[config.mk]
export PLATFORM = sky130hd
export DESIGN_NAME = skeleton_pose_and_measure
export DESIGN_NICKNAME = d
export VERILOG_FILES = /design/src/hdl/sapm_pkg.sv /design/src/hdl/skeleton_pose_and_measure.sv
export SDC_FILE = /design/constraint.sdc
export NUM_CORES = 1
export LEC_CHECK = 0
export BUFFER_PORTS_ARGS = -buffer_cell sky130_fd_sc_hd__buf_2
export CAP_MARGIN = 20
export CORE_ASPECT_RATIO = 1.75
export CORE_UTILIZATION = 52
export DETAILED_ROUTE_END_ITERATION = 16
export PLACE_DENSITY = 0.67
export SETUP_SLACK_MARGIN = 0.5
export SYNTH_ARGS = -nofsm -noshare
export SYNTH_HDL_FRONTEND = slang
export SYNTH_SLANG_ARGS = --single-unit
export TNS_END_PERCENT = 5
[constraint.sdc]
create_clock -name clk -period 17.19 [get_ports clk]
set_input_delay 3.438 -clock clk [delete_from_list [all_inputs] [get_ports clk]]
set_output_delay 3.438 -clock clk [all_outputs]
set_load 0.03 [all_outputs]
[src/hdl/sapm_pkg.sv]
// ----------------------------------------------------------------------------
// Skeleton pose and measure package
// Shared widths, register indexes, reset values and the sequencer's
// state and operation codes.
// ----------------------------------------------------------------------------
package sapm_pkg;

	// field and datapath widths
	localparam int FIELD_W    = 16;
	localparam int DIFF_W     = 17;
	localparam int ACC_W      = 42;
	localparam int RAD_W      = 34;
	localparam int ROOT_W     = 17;
	localparam int REM_W      = 19;
	localparam int NUM_W      = 19;
	localparam int DREM_W     = 3;
	localparam int CNT_W      = 5;
	localparam int WIDTH_W    = 16;
	localparam int HEIGHT_W   = 12;
	localparam int HLIM_W     = 15;
	localparam int CFG_IDX_W  = 3;
	localparam int CFG_W      = 16;
	localparam int IN_W       = 10 * FIELD_W;
	localparam int OUT_W      = 32;
	localparam int SHIFT_CM   = 27;
	localparam int D_SHIFT    = 15;

	// step counts of the serial units
	localparam int MUL_STEPS  = DIFF_W;
	localparam int SQRT_STEPS = ROOT_W;
	localparam int DIV_STEPS  = NUM_W;

	// constants of the arithmetic
	localparam logic [DIFF_W-1:0]  SCALE_CM   = 17'd100;
	localparam logic [ACC_W-1:0]   ROUND_CM   = ACC_W'(64'd1 << (SHIFT_CM - 1));
	localparam logic [DREM_W:0]    DIVISOR    = 4'd5;
	localparam logic [NUM_W-1:0]   ROUND_DIV  = 19'd2;
	localparam logic signed [SHIFT_CM-12:0] HEIGHT_MAX = 16'sd2047;
	localparam logic signed [SHIFT_CM-12:0] HEIGHT_MIN = -16'sd2048;

	// configuration register indexes
	localparam logic [CFG_IDX_W-1:0] REG_PLANE_A  = 3'd0;
	localparam logic [CFG_IDX_W-1:0] REG_PLANE_B  = 3'd1;
	localparam logic [CFG_IDX_W-1:0] REG_PLANE_C  = 3'd2;
	localparam logic [CFG_IDX_W-1:0] REG_PLANE_D  = 3'd3;
	localparam logic [CFG_IDX_W-1:0] REG_HAND_LIM = 3'd4;
	localparam logic [CFG_IDX_W-1:0] REG_YAW_LIM  = 3'd5;

	// reset values
	localparam logic [FIELD_W-1:0]  PLANE_A_RST  = 16'd1406;
	localparam logic [FIELD_W-1:0]  PLANE_B_RST  = 16'd15879;
	localparam logic [FIELD_W-1:0]  PLANE_C_RST  = 16'hF136;
	localparam logic [FIELD_W-1:0]  PLANE_D_RST  = 16'd6226;
	localparam logic [HLIM_W-1:0]   HAND_LIM_RST = 15'd2048;
	localparam logic [FIELD_W-1:0]  YAW_LIM_RST  = 16'd11556;
	localparam logic [WIDTH_W-1:0]  WIDTH_RST    = 16'd1372;
	localparam logic [HEIGHT_W-1:0] HEIGHT_RST   = 12'd130;

	// sequencer states
	typedef enum logic [7:0] {
		S_IDLE     = 8'b0000_0001,
		S_CHECK    = 8'b0000_0010,
		S_MUL      = 8'b0000_0100,
		S_DISPATCH = 8'b0000_1000,
		S_SQRT     = 8'b0001_0000,
		S_DIVINIT  = 8'b0010_0000,
		S_DIV      = 8'b0100_0000,
		S_FINISH   = 8'b1000_0000
	} state_t;

	// products run through the shared shift-add multiplier, in this order
	typedef enum logic [2:0] {
		OP_YAW = 3'd0,
		OP_DX  = 3'd1,
		OP_DY  = 3'd2,
		OP_DZ  = 3'd3,
		OP_A   = 3'd4,
		OP_B   = 3'd5,
		OP_C   = 3'd6,
		OP_H   = 3'd7
	} op_t;

endpackage

[src/hdl/skeleton_pose_and_measure.sv]
// ----------------------------------------------------------------------------
// Skeleton pose and measure
// Pose check on one body frame, then smoothed shoulder width and shoulder
// height above the floor plane, with bit-serial arithmetic.
// ----------------------------------------------------------------------------
// One frame in, one result out. A frame that fails the shoulder/hand tests
// or the yaw test finishes early; a frame in pose runs eight products
// through one shift-add multiplier at one multiplier bit per cycle, a
// 17-step square root and a 19-step divide by five. The input is taken
// only while the sequencer is idle; a finished result waits in the output
// register, and the next frame is accepted while it waits.
module skeleton_pose_and_measure (
	input  logic                              clk,
	input  logic                              arst_n,
	// configuration writes
	input  logic                              cfg_we,
	input  logic [sapm_pkg::CFG_IDX_W-1:0]    cfg_index,
	input  logic [sapm_pkg::CFG_W-1:0]        cfg_data,
	// frame input
	input  logic                              s_axis_tvalid,
	output logic                              s_axis_tready,
	// lsx, lsy, lsz, rsx, rsy, rsz, lhx, lhy, rhx, rhy (16 bits each)
	input  logic [sapm_pkg::IN_W-1:0]         s_axis_tdata,
	// result output
	output logic                              m_axis_tvalid,
	input  logic                              m_axis_tready,
	// in_pose[0], width_out[16:1], height_cm[28:17], zero[31:29]
	output logic [sapm_pkg::OUT_W-1:0]        m_axis_tdata
);
	import sapm_pkg::*;

	state_t state_q;
	op_t    sel_q;

	// configuration registers
	logic [FIELD_W-1:0] plane_a_q, plane_b_q, plane_c_q, plane_d_q, yaw_lim_q;
	logic [HLIM_W-1:0]  hand_lim_q;

	// captured frame
	logic [FIELD_W-1:0] lsx_q, lsy_q, lsz_q, rsx_q, rsy_q, rsz_q;
	logic [FIELD_W-1:0] lhx_q, lhy_q, rhx_q, rhy_q;

	// measurement state
	logic [WIDTH_W-1:0]  width_q;
	logic [HEIGHT_W-1:0] height_q;
	logic                pose_q;

	// serial units
	logic [ACC_W-1:0]  acc_q, mc_q;
	logic [DIFF_W-1:0] mp_q;
	logic [CNT_W-1:0]  cnt_q;
	logic [RAD_W-1:0]  rad_q;
	logic [ROOT_W-1:0] root_q;
	logic [REM_W-1:0]  rem_q;
	logic [NUM_W-1:0]  num_q;
	logic [DREM_W-1:0] drem_q;

	// output register
	logic                m_valid_q;
	logic [OUT_W-1:0]    m_data_q;

	// frame differences and sums
	logic signed [DIFF_W-1:0] dx, dy, dz, sx, sy, sz, hdl, hdr;
	logic [DIFF_W-1:0]        habs_l, habs_r, dz_abs;
	logic                     coarse_ok, yaw_ok;

	assign dx  = $signed({rsx_q[FIELD_W-1], rsx_q}) - $signed({lsx_q[FIELD_W-1], lsx_q});
	assign dy  = $signed({rsy_q[FIELD_W-1], rsy_q}) - $signed({lsy_q[FIELD_W-1], lsy_q});
	assign dz  = $signed({rsz_q[FIELD_W-1], rsz_q}) - $signed({lsz_q[FIELD_W-1], lsz_q});
	assign sx  = $signed({rsx_q[FIELD_W-1], rsx_q}) + $signed({lsx_q[FIELD_W-1], lsx_q});
	assign sy  = $signed({rsy_q[FIELD_W-1], rsy_q}) + $signed({lsy_q[FIELD_W-1], lsy_q});
	assign sz  = $signed({rsz_q[FIELD_W-1], rsz_q}) + $signed({lsz_q[FIELD_W-1], lsz_q});
	assign hdl = $signed({lhx_q[FIELD_W-1], lhx_q}) - $signed({lsx_q[FIELD_W-1], lsx_q});
	assign hdr = $signed({rhx_q[FIELD_W-1], rhx_q}) - $signed({rsx_q[FIELD_W-1], rsx_q});

	assign habs_l = hdl[DIFF_W-1] ? DIFF_W'(-hdl) : DIFF_W'(hdl);
	assign habs_r = hdr[DIFF_W-1] ? DIFF_W'(-hdr) : DIFF_W'(hdr);
	assign dz_abs = dz[DIFF_W-1] ? DIFF_W'(-dz) : DIFF_W'(dz);

	// shoulders above hands, hands near shoulders, shoulder line toward +x
	assign coarse_ok = ($signed(lsy_q) > $signed(lhy_q)) && ($signed(rsy_q) > $signed(rhy_q))
		&& (habs_l < {2'b00, hand_lim_q}) && (habs_r < {2'b00, hand_lim_q})
		&& !dx[DIFF_W-1] && (dx != '0);

	// acc holds tan_limit * dx here; compare against |dz| scaled by 2^16
	assign yaw_ok = acc_q[RAD_W-1:0] > {1'b0, dz_abs, {(RAD_W-DIFF_W-1){1'b0}}};

	// choose the next product to start
	op_t              start_sel;
	logic             start_mul;
	logic [ACC_W-1:0] op_mc;
	logic [DIFF_W-1:0] op_mp;
	logic [ACC_W-1:0] d_term;

	assign d_term = ACC_W'($signed({plane_d_q, {D_SHIFT{1'b0}}}));

	always_comb begin
		start_mul = 1'b0;
		start_sel = OP_YAW;
		unique case (state_q)
			S_CHECK: begin
				start_mul = coarse_ok;
				start_sel = OP_YAW;
			end
			S_DIV: begin
				start_mul = (cnt_q == CNT_W'(DIV_STEPS - 1));
				start_sel = OP_A;
			end
			S_DISPATCH: begin
				unique case (sel_q)
					OP_YAW: begin
						start_mul = yaw_ok;
						start_sel = OP_DX;
					end
					OP_DX: begin
						start_mul = 1'b1;
						start_sel = OP_DY;
					end
					OP_DY: begin
						start_mul = 1'b1;
						start_sel = OP_DZ;
					end
					OP_A: begin
						start_mul = 1'b1;
						start_sel = OP_B;
					end
					OP_B: begin
						start_mul = 1'b1;
						start_sel = OP_C;
					end
					OP_C: begin
						start_mul = 1'b1;
						start_sel = OP_H;
					end
					default: begin
						start_mul = 1'b0;
						start_sel = OP_YAW;
					end
				endcase
			end
			default: begin
				start_mul = 1'b0;
				start_sel = OP_YAW;
			end
		endcase
	end

	// operand mux for the shared multiplier
	always_comb begin
		unique case (start_sel)
			OP_YAW: begin
				op_mc = ACC_W'(dx);
				op_mp = {1'b0, yaw_lim_q};
			end
			OP_DX: begin
				op_mc = ACC_W'(dx);
				op_mp = dx;
			end
			OP_DY: begin
				op_mc = ACC_W'(dy);
				op_mp = dy;
			end
			OP_DZ: begin
				op_mc = ACC_W'(dz);
				op_mp = dz;
			end
			OP_A: begin
				op_mc = ACC_W'($signed(plane_a_q));
				op_mp = sx;
			end
			OP_B: begin
				op_mc = ACC_W'($signed(plane_b_q));
				op_mp = sy;
			end
			OP_C: begin
				op_mc = ACC_W'($signed(plane_c_q));
				op_mp = sz;
			end
			OP_H: begin
				op_mc = acc_q + d_term;
				op_mp = SCALE_CM;
			end
			default: begin
				op_mc = '0;
				op_mp = '0;
			end
		endcase
	end

	// one multiplier bit per cycle; the top bit carries negative weight
	logic [ACC_W-1:0] addend, acc_step;

	assign addend   = (cnt_q == CNT_W'(MUL_STEPS - 1)) ? ACC_W'(-mc_q) : mc_q;
	assign acc_step = mp_q[0] ? acc_q + addend : acc_q;

	// one root bit per cycle
	logic [REM_W+1:0] rem_sh, trial;
	logic             sq_ge;

	assign rem_sh = {rem_q, rad_q[RAD_W-1 -: 2]};
	assign trial  = {{(REM_W+2-ROOT_W-2){1'b0}}, root_q, 2'b01};
	assign sq_ge  = rem_sh >= trial;

	// one quotient bit per cycle of the divide by five
	logic [DREM_W:0]    drem_sh;
	logic               dv_ge;
	logic [NUM_W-1:0]   quot;
	logic [WIDTH_W-1:0] width_sat;

	assign drem_sh   = {drem_q, num_q[NUM_W-1]};
	assign dv_ge     = drem_sh >= DIVISOR;
	assign quot      = {num_q[NUM_W-2:0], dv_ge};
	assign width_sat = (quot[NUM_W-1:WIDTH_W] != '0) ? '1 : quot[WIDTH_W-1:0];

	// height: round 100*H to centimetres, then saturate
	logic [ACC_W-1:0]               h_round;
	logic signed [ACC_W-SHIFT_CM-1:0] h_cm;
	logic [HEIGHT_W-1:0]            height_new;

	assign h_round = acc_q + ROUND_CM;
	assign h_cm    = $signed(h_round[ACC_W-1:SHIFT_CM]);

	always_comb begin
		priority if (h_cm > HEIGHT_MAX) begin
			height_new = HEIGHT_MAX[HEIGHT_W-1:0];
		end else if (h_cm < HEIGHT_MIN) begin
			height_new = HEIGHT_MIN[HEIGHT_W-1:0];
		end else begin
			height_new = h_cm[HEIGHT_W-1:0];
		end
	end

	logic out_free;
	logic [HEIGHT_W-1:0] height_out;

	assign out_free      = !m_valid_q || m_axis_tready;
	assign height_out    = pose_q ? height_new : height_q;
	assign s_axis_tready = (state_q == S_IDLE);
	assign m_axis_tvalid = m_valid_q;
	assign m_axis_tdata  = m_data_q;

	// configuration registers
	always_ff @(posedge clk or negedge arst_n) begin
		if (!arst_n) begin
			plane_a_q  <= PLANE_A_RST;
			plane_b_q  <= PLANE_B_RST;
			plane_c_q  <= PLANE_C_RST;
			plane_d_q  <= PLANE_D_RST;
			hand_lim_q <= HAND_LIM_RST;
			yaw_lim_q  <= YAW_LIM_RST;
		end else if (cfg_we) begin
			unique case (cfg_index)
				REG_PLANE_A:  plane_a_q  <= cfg_data;
				REG_PLANE_B:  plane_b_q  <= cfg_data;
				REG_PLANE_C:  plane_c_q  <= cfg_data;
				REG_PLANE_D:  plane_d_q  <= cfg_data;
				REG_HAND_LIM: hand_lim_q <= cfg_data[HLIM_W-1:0];
				REG_YAW_LIM:  yaw_lim_q  <= cfg_data;
				default: ;
			endcase
		end
	end

	// capture the frame on each input transaction
	always_ff @(posedge clk) begin
		if (s_axis_tvalid && s_axis_tready) begin
			lsx_q <= s_axis_tdata[0*FIELD_W +: FIELD_W];
			lsy_q <= s_axis_tdata[1*FIELD_W +: FIELD_W];
			lsz_q <= s_axis_tdata[2*FIELD_W +: FIELD_W];
			rsx_q <= s_axis_tdata[3*FIELD_W +: FIELD_W];
			rsy_q <= s_axis_tdata[4*FIELD_W +: FIELD_W];
			rsz_q <= s_axis_tdata[5*FIELD_W +: FIELD_W];
			lhx_q <= s_axis_tdata[6*FIELD_W +: FIELD_W];
			lhy_q <= s_axis_tdata[7*FIELD_W +: FIELD_W];
			rhx_q <= s_axis_tdata[8*FIELD_W +: FIELD_W];
			rhy_q <= s_axis_tdata[9*FIELD_W +: FIELD_W];
		end
	end

	// serial datapath registers
	always_ff @(posedge clk) begin
		if (start_mul) begin
			mc_q  <= op_mc;
			mp_q  <= op_mp;
			cnt_q <= '0;
			// squares and plane terms accumulate; other products start clean
			if (start_sel == OP_YAW || start_sel == OP_DX || start_sel == OP_A
				|| start_sel == OP_H) begin
				acc_q <= '0;
			end
		end else begin
			unique case (state_q)
				S_MUL: begin
					acc_q <= acc_step;
					mc_q  <= {mc_q[ACC_W-2:0], 1'b0};
					mp_q  <= {mp_q[DIFF_W-1], mp_q[DIFF_W-1:1]};
					cnt_q <= cnt_q + 1'b1;
				end
				S_DISPATCH: begin
					// sum of squares goes to the root unit
					rad_q  <= acc_q[RAD_W-1:0];
					root_q <= '0;
					rem_q  <= '0;
					cnt_q  <= '0;
				end
				S_SQRT: begin
					rad_q <= {rad_q[RAD_W-3:0], 2'b00};
					if (sq_ge) begin
						rem_q  <= REM_W'(rem_sh - trial);
						root_q <= {root_q[ROOT_W-2:0], 1'b1};
					end else begin
						rem_q  <= REM_W'(rem_sh);
						root_q <= {root_q[ROOT_W-2:0], 1'b0};
					end
					cnt_q <= cnt_q + 1'b1;
				end
				S_DIVINIT: begin
					num_q  <= {1'b0, width_q, 2'b00} + NUM_W'(root_q) + ROUND_DIV;
					drem_q <= '0;
					cnt_q  <= '0;
				end
				S_DIV: begin
					drem_q <= dv_ge ? DREM_W'(drem_sh - DIVISOR) : drem_sh[DREM_W-1:0];
					num_q  <= quot;
					cnt_q  <= cnt_q + 1'b1;
				end
				default: ;
			endcase
		end
	end

	// output payload
	always_ff @(posedge clk) begin
		if (state_q == S_FINISH && out_free) begin
			m_data_q <= {{(OUT_W-1-WIDTH_W-HEIGHT_W){1'b0}}, height_out, width_q, pose_q};
		end
	end

	// sequencer and control state
	always_ff @(posedge clk or negedge arst_n) begin
		if (!arst_n) begin
			state_q   <= S_IDLE;
			sel_q     <= OP_YAW;
			pose_q    <= 1'b0;
			width_q   <= WIDTH_RST;
			height_q  <= HEIGHT_RST;
			m_valid_q <= 1'b0;
		end else begin
			// raise valid with a new result, drop it once taken
			if (state_q == S_FINISH && out_free) begin
				m_valid_q <= 1'b1;
			end else if (m_axis_tready) begin
				m_valid_q <= 1'b0;
			end
			if (start_mul) begin
				sel_q   <= start_sel;
				state_q <= S_MUL;
			end
			unique case (state_q)
				S_IDLE: begin
					if (s_axis_tvalid) begin
						state_q <= S_CHECK;
					end
				end
				S_CHECK: begin
					pose_q <= coarse_ok;
					if (!coarse_ok) begin
						state_q <= S_FINISH;
					end
				end
				S_MUL: begin
					if (cnt_q == CNT_W'(MUL_STEPS - 1)) begin
						state_q <= S_DISPATCH;
					end
				end
				S_DISPATCH: begin
					priority if (sel_q == OP_YAW) begin
						pose_q <= yaw_ok;
						if (!yaw_ok) begin
							state_q <= S_FINISH;
						end
					end else if (sel_q == OP_DZ) begin
						state_q <= S_SQRT;
					end else if (sel_q == OP_H) begin
						state_q <= S_FINISH;
					end else begin
						// next product already started
					end
				end
				S_SQRT: begin
					if (cnt_q == CNT_W'(SQRT_STEPS - 1)) begin
						state_q <= S_DIVINIT;
					end
				end
				S_DIVINIT: begin
					state_q <= S_DIV;
				end
				S_DIV: begin
					if (cnt_q == CNT_W'(DIV_STEPS - 1)) begin
						width_q <= width_sat;
					end
				end
				S_FINISH: begin
					if (out_free) begin
						height_q <= height_out;
						state_q  <= S_IDLE;
					end
				end
				default: begin
					state_q <= S_IDLE;
				end
			endcase
		end
	end

endmodule

# ---- After elaboration in Yosys (flattened, before gate mapping)
# Index checks and enable logic that the tools add are counted.
dict set report totals {
  ff_bits 523
  output_inout_bits 34
}
dict set report op_classes {
  n_addsub 20
  n_lt_le_gt_ge 9
  eq_ne 31
  muxes 46
  n_bitwise 1
  n_reduce_logical 41
}
# cell n
set ops {}
lappend ops {{$mux W42} 7}
lappend ops {{$pmux W42 S7} 1}
lappend ops {{$pmux W17 S8} 1}
lappend ops {{$sub A16 B16 Y17} 5}
lappend ops {{$add A42 B42 Y42} 2}
lappend ops {{$mux W8} 10}
lappend ops {{$pmux W19 S2} 2}
lappend ops {{$mux W17} 4}
lappend ops {{$pmux W34 S2} 1}
lappend ops {{$pmux W8 S8} 1}
lappend ops {{$add A16 B16 Y17} 3}
lappend ops {{$neg A17 Y17} 3}
lappend ops {{$add A42 B27 Y42 const B} 1}
lappend ops {{$neg A42 Y42} 1}
lappend ops {{$mux W12} 3}
lappend ops {{$gt A34 B33 Y1} 1}
lappend ops {{$lt A17 B15 Y1} 2}
lappend ops {{$pmux W17 S2} 1}
lappend ops {{$gt A16 B16 Y1} 2}
lappend ops {{$mux W16} 2}
lappend ops {{$eq A3 B3 Y1 const B} 10}
lappend ops {{$reduce_and A2 Y1} 11}
lappend ops {{$ge A21 B19 Y1} 1}
lappend ops {{$add A18 B17 Y19} 1}
lappend ops {{40 further kinds} 72}

# ---- Longest topological paths before layout
dict set report logic_depth {
  word_depth 14
  ltp_mapped 31
}

# ---- Worst setup path before layout
# No wires, ideal clock.
dict set report synth_timing {
  path_kind {reg2reg}
  start {reg lsx_q[1]}
  end {reg mc_q[0] (enable)}
  setup_time_ps 563
  arrival_ps 9045
  required_ps 16627
  setup_slack_ps 7582
  path_stages_with_launch 25
  path_buffers 3
  synth_period_minus_slack_ps 9608
  path_cell_list {edfxtp_1 -> inv_1 -> ha_1 -> nor2b_1 -> o31a_1 -> o31a_1 -> o41ai_2 -> xnor2_1 -> or3_1 -> buf_2 -> nor3_1 -> a21oi_1 -> xor2_1 -> ha_1 -> a22oi_1 -> o2111ai_1 -> nor2_1 -> o31ai_1 -> a31oi_1 -> nand4_1 -> or4_1 -> buf_4 -> and2_4 -> buf_6 -> a21boi_0}
}
dict set report synth_via {
  elab_chain_cells 10
  elab_cells_between_ends 13
  cone_classes {add/sub: 3; order compare: 1; mux: 2; reduce/logical: 7}
}
# item line_no
set synth_rtl {}
lappend synth_rtl {{from (decl)} skeleton_pose_and_measure.sv:40} ;# logic [FIELD_W-1:0] lsx_q, lsy_q, lsz_q, rsx_q, rsy_q, rsz_q;
lappend synth_rtl {{from (signal assigned)} skeleton_pose_and_measure.sv:267} ;# lsx_q <= s_axis_tdata[0*FIELD_W +: FIELD_W];
lappend synth_rtl {{$sub A16 B16 Y17} skeleton_pose_and_measure.sv:73} ;# assign hdl = $signed({lhx_q[FIELD_W-1], lhx_q}) - $signed({lsx_q[FIELD_W-1], lsx_q});
lappend synth_rtl {{$neg A17 Y17} skeleton_pose_and_measure.sv:76} ;# assign habs_l = hdl[DIFF_W-1] ? DIFF_W'(-hdl) : DIFF_W'(hdl);
lappend synth_rtl {{$mux W17} skeleton_pose_and_measure.sv:76}
lappend synth_rtl {{$lt A17 B15 Y1} skeleton_pose_and_measure.sv:82} ;# && (habs_l < {2'b00, hand_lim_q}) && (habs_r < {2'b00, hand_lim_q})
lappend synth_rtl {{$logic_and A1 B1 Y1 (2 in series)} skeleton_pose_and_measure.sv:82}
lappend synth_rtl {{$logic_and A1 B1 Y1} skeleton_pose_and_measure.sv:83} ;# && !dx[DIFF_W-1] && (dx != '0);
lappend synth_rtl {{$logic_and A1 B1 Y1 *} skeleton_pose_and_measure.sv:83}
lappend synth_rtl {{$pmux W1 S3 *} skeleton_pose_and_measure.sv:100} ;# unique case (state_q)
lappend synth_rtl {{$reduce_bool A2 Y1 (no line) *} -}
lappend synth_rtl {{to (signal assigned)} skeleton_pose_and_measure.sv:283} ;# mc_q <= op_mc;
lappend synth_rtl {{to (signal assigned)} skeleton_pose_and_measure.sv:295} ;# mc_q <= {mc_q[ACC_W-2:0], 1'b0};
lappend synth_rtl {{to (decl)} skeleton_pose_and_measure.sv:49} ;# logic [ACC_W-1:0] acc_q, mc_q;
# Mark *: on every way between the ends. The rest lies on a longest branch, timed or not.
# A chain may end at the register's enable or synchronous reset.

# ---- Worst setup path in the final report
dict set report layout_timing {
  start {reg rsx_q[1]}
  end {reg mc_q[41], data pin}
}
dict set report layout_via {
  elab_chain_cells 9
  elab_cells_between_ends 13
  cone_classes {add/sub: 3; order compare: 1; mux: 4; reduce/logical: 5}
}
# item line_no
set layout_rtl {}
lappend layout_rtl {{from (decl)} skeleton_pose_and_measure.sv:40}
lappend layout_rtl {{from (signal assigned)} skeleton_pose_and_measure.sv:270} ;# rsx_q <= s_axis_tdata[3*FIELD_W +: FIELD_W];
lappend layout_rtl {{$sub A16 B16 Y17} skeleton_pose_and_measure.sv:74} ;# assign hdr = $signed({rhx_q[FIELD_W-1], rhx_q}) - $signed({rsx_q[FIELD_W-1], rsx_q});
lappend layout_rtl {{$neg A17 Y17} skeleton_pose_and_measure.sv:77} ;# assign habs_r = hdr[DIFF_W-1] ? DIFF_W'(-hdr) : DIFF_W'(hdr);
lappend layout_rtl {{$mux W17} skeleton_pose_and_measure.sv:77}
lappend layout_rtl {{$lt A17 B15 Y1} skeleton_pose_and_measure.sv:82}
lappend layout_rtl {{$logic_and A1 B1 Y1} skeleton_pose_and_measure.sv:82}
lappend layout_rtl {{$logic_and A1 B1 Y1 (2 in series)} skeleton_pose_and_measure.sv:83}
lappend layout_rtl {{$pmux W1 S3} skeleton_pose_and_measure.sv:100}
lappend layout_rtl {{$mux W42 *} skeleton_pose_and_measure.sv:282} ;# if (start_mul) begin
# Marks and branches as above.

==> flow_summary_export.csv <==
group,metric,value,unit
worst_hold_path,hold_path.startpoint,"cnt_q[4]",
critical_path,startpoint,"rsx_q[1]",
clock_network,cts_setup_buffers,0,
critical_path,critPathMaxStageDelay,0.77,ns
clock_network,cts_made_buffers,50,
clock_network,htreeDepth,2,
timing,fin_setup_tns,0,ns
critical_path,r2r_slack,9.55,ns
die,die_area,69300,um2
detailed_routing,vias,28000,
yosys,ys_ff_latch,523,
die,io_pins,218,
power,max-vdd-ir-drop,0.000124,V
die,die_h,348,um
timing,period_minus_slack,7.64,ns
timing,worstMarginPinSlew,1.11,ns
clock_network,cts_tree,"built",
timing,whs,0.479,ns
clock_network,cts-root-buf,"clkbuf_16",
critical_path,worst-r2r-cell-count,23,
critical_path,reg2reg_from,"rsx_q[1]",
critical_path,cp_top_family,"compound AO/OA/AOI/OAI gates",
grt,grt_pass1_wl,159000,um
detailed_routing,wl,104000,um
timing,min_period_over_period,44.5,%
worst_hold_path,min_path_cells,1,
place,hpwl,81100,um
grt,grt_usage,30.6,%
detailed_routing,vias_per_cell,6.00,
yosys,synth_cell_types,90,
clock_network,clockBufferDepth,3,
yosys,yosysSeqAreaShare,42.4,%
critical_path,arrival,8.03,ns
timing,fmax,131,MHz
worst_hold_path,hold_class,"reg -> reg",
grt,grt-ovfl-total,0,
cells_and_area,nNetsFinal,4236,
timing,slew_headroom,25.8,%
cells_and_area,drive_above_1_share,14.9,%
critical_path,end_kind,"flop",
detailed_routing,drtIter0Drc,1870,
die,initial_core_util,52.6,%
grt,antenna_found_initial,7,
status,status,"finished clean",
timing,setup_viol,0,
timing,rsz0062_at_grt,"no",
die,die_width,199,um
job,cap_violations,0,
worst_hold_path,min_to,"cnt_q[4]",
yosys,synth_flop_cell,"edfxtp_1",
critical_path,required,17.58,ns
critical_path,cp_max_fo,57,
detailed_routing,ant_nets,0,
place,portBuffers,214,
yosys,postSynthCellCount,3546,
die,core,67500,um2
grt,grt_max_degree,84,
clock_network,cts_hold_repair.buffers,0,
detailed_routing,first_pass_iters,8,
critical_path,critPathKind,"reg -> reg",
yosys,ys_warn_count,0,
yosys,synthArstFlopShare,26.0,%
critical_path,crit_path_top_delay_cell,"buf_4",
grt,grt_pass1_vias,27800,
power,leakage,16.3,nW
clock_network,cts.clk_slew.worst_paths,0.06,ns
yosys,syn_area,35500,um2
cells_and_area,syn2layout_area_growth,10.1,%
yosys,synth-edff-count,382,
clock_network,clk-insertion-delay-late,0.65,ns
die,rows,126,
clock_network,cts_resized,0,
detailed_routing,wl_per_cell,22.3,um
place,place.gp.congestion,0.985,
timing,finalMaxSlewViolations,0,
critical_path,cp-start-kind,"flop",
critical_path,cp_common_cell,"o21ai_0",
clock_network,clock-sinks,523,
critical_path,worstPathCellList,"inv_1 -> fa_1 -> a21oi_1 -> o221ai_1 -> a22oi_1 -> o21ai_0 -> and2_1 -> o31ai_1 -> nand2_1 -> xnor2_1 -> ha_1 -> a21o_1 -> a211oi_1 -> o21ai_0 -> o211ai_1 -> a21oi_1 -> o21ai_0 -> nand4_1 -> or4_1 -> and2_4 -> inv_4 -> buf_4 -> mux2_2",
yosys,syn_area_per_cell,10.0,um2
timing,fin_worst_skew,0.0350,ns
critical_path,r2r_end,"mc_q[41]",
detailed_routing,drc,0,
timing,hold_viol,0,
power,p_per_area,125,nW/um2
critical_path,crit_buf_inv,3,
[cells in the final DEF, fill, tap and decap left out, drive strengths merged, types with 16 or more instances in the layout]
cell type,Yosys,routed
nand2b,42,42
o21bai,22,22
a222oi,18,18
a21o,67,67
nand3,63,63
nand4,23,23
mux2i,20,20
nor3,70,70
and3,32,32
clkbuf,100,72
o31ai,34,34
xor2,101,101
nor2b,45,45
nor2,314,314
dfstp,46,46
inv,229,236
a31oi,42,42
o211ai,17,17
a211oi,27,27
nand2,309,309
xnor2,153,153
ha,316,316
dfrtp,90,90
and2,23,23
a21oi,234,234
o21a,42,42
o21ai,193,193
edfxtp,382,382
or3,26,26
buf,26,249
nor4,17,17
mux2,145,145
or2,16,16
o22ai,18,18
[cell type report]
| cell class | count | area (um2) |
|---|---|---|
| antenna | 5 | 12.5 |
| clock buffer | 70 | 1420 |
| clock inverter | 22 | 170 |
| fill | 6061 | 28400 |
| inverter | 229 | 862 |
| multi-input combinational | 2670 | 19100 |
| sequential | 523 | 15000 |
| tap | 896 | 1120 |
| timing repair buffer | 251 | 1350 |
[metrics by stage]
step	instance area (um2)	total power, mW	utilization, %	cells	setup WS, ns
6_report	39100	4.89	57.9	4666	9.55
2_1_floorplan	35500	3.20	-	3548	7.58
4_1_cts	39000	4.89	57.8	4657	9.62
5_1_grt	39100	5.19	57.9	4663	9.08
3_3_place_gp	37400	3.75	55.5	4565	9.83
3_5_place_dp	37400	3.78	55.5	4565	9.63
[cells in the mapped netlist, drive strengths merged (18+ instances only)]
master / n / area (um2)
buf: 26 / 223
nand2b: 42 / 263
a21o: 67 / 503
dfstp: 46 / 1210
and2: 23 / 146
mux2i: 20 / 200
edfxtp: 382 / 11500
xor2: 101 / 885
a21oi: 234 / 1170
mux2: 145 / 1730
nand3: 63 / 315
o22ai: 18 / 113
o21ai: 193 / 966
a211oi: 27 / 203
o21a: 42 / 315
xnor2: 153 / 1340
clkbuf: 100 / 375
nor3: 70 / 350
nand2: 309 / 1160
nor2: 314 / 1180
a31oi: 42 / 263
nand4: 23 / 144
dfrtp: 90 / 2250
a222oi: 18 / 180
inv: 229 / 862
and3: 32 / 200
o21bai: 22 / 165
o31ai: 34 / 255
or3: 26 / 163
nor2b: 45 / 282
ha: 316 / 3950
[layer usage]
layer / part of all wire [%] / vias to the layer above / global-route usage (%)
met2: 51 / 920 / 54.4
met1: 34 / 13400 / 30.2
met5: 0.038 / - / 0
met4: 10 / 6 / 26.8
met3: 5.0 / 393 / 5.00
li1: - / 13300 / -
[registers in the layout, indices dropped and copies added (netlist names), 17 cells and up]
| signal | cells |
|---|---|
| acc_q | 42 |
| mc_q | 42 |
| rad_q | 34 |
| m_axis_tdata | 29 |
| num_q | 19 |
| rem_q | 19 |
| mp_q | 17 |
| root_q | 17 |
[power breakdown]
group          internal, mW  total (mW)  switching, mW
registers              1.56        1.68          0.113
logic                 0.837        2.11           1.28
clock network         0.595        1.10          0.510
[cell families (layout without fill, tap and decap cells)]
logic type / after synthesis / after routing / synth area share (%)
buffers and inverters: 355 / 572 / 4.11
xor gates and xnor gates: 254 / 254 / 6.27
AOI/OAI and AO/OA: 887 / 887 / 16.4
other: 1 / 8 / 0.0106
adders and majority gates: 327 / 327 / 11.8
DFF: 523 / 523 / 42.4
and+or+nand+nor: 1034 / 1034 / 13.7
muxes: 165 / 165 / 5.43
[worst max-delay path by stage]
stage,slack (ns),end,cells past startpoint
5_1_grt,9.08,mc_q[41],23
2_1_floorplan,7.58,mc_q[0],24
3_5_place_dp,9.63,mp_q[4],23
3_3_place_gp,9.83,mc_q[41],23
6_report,9.55,mc_q[41],23
4_1_cts,9.62,mp_q[4],23
Power figures use the tool's default switching activity.
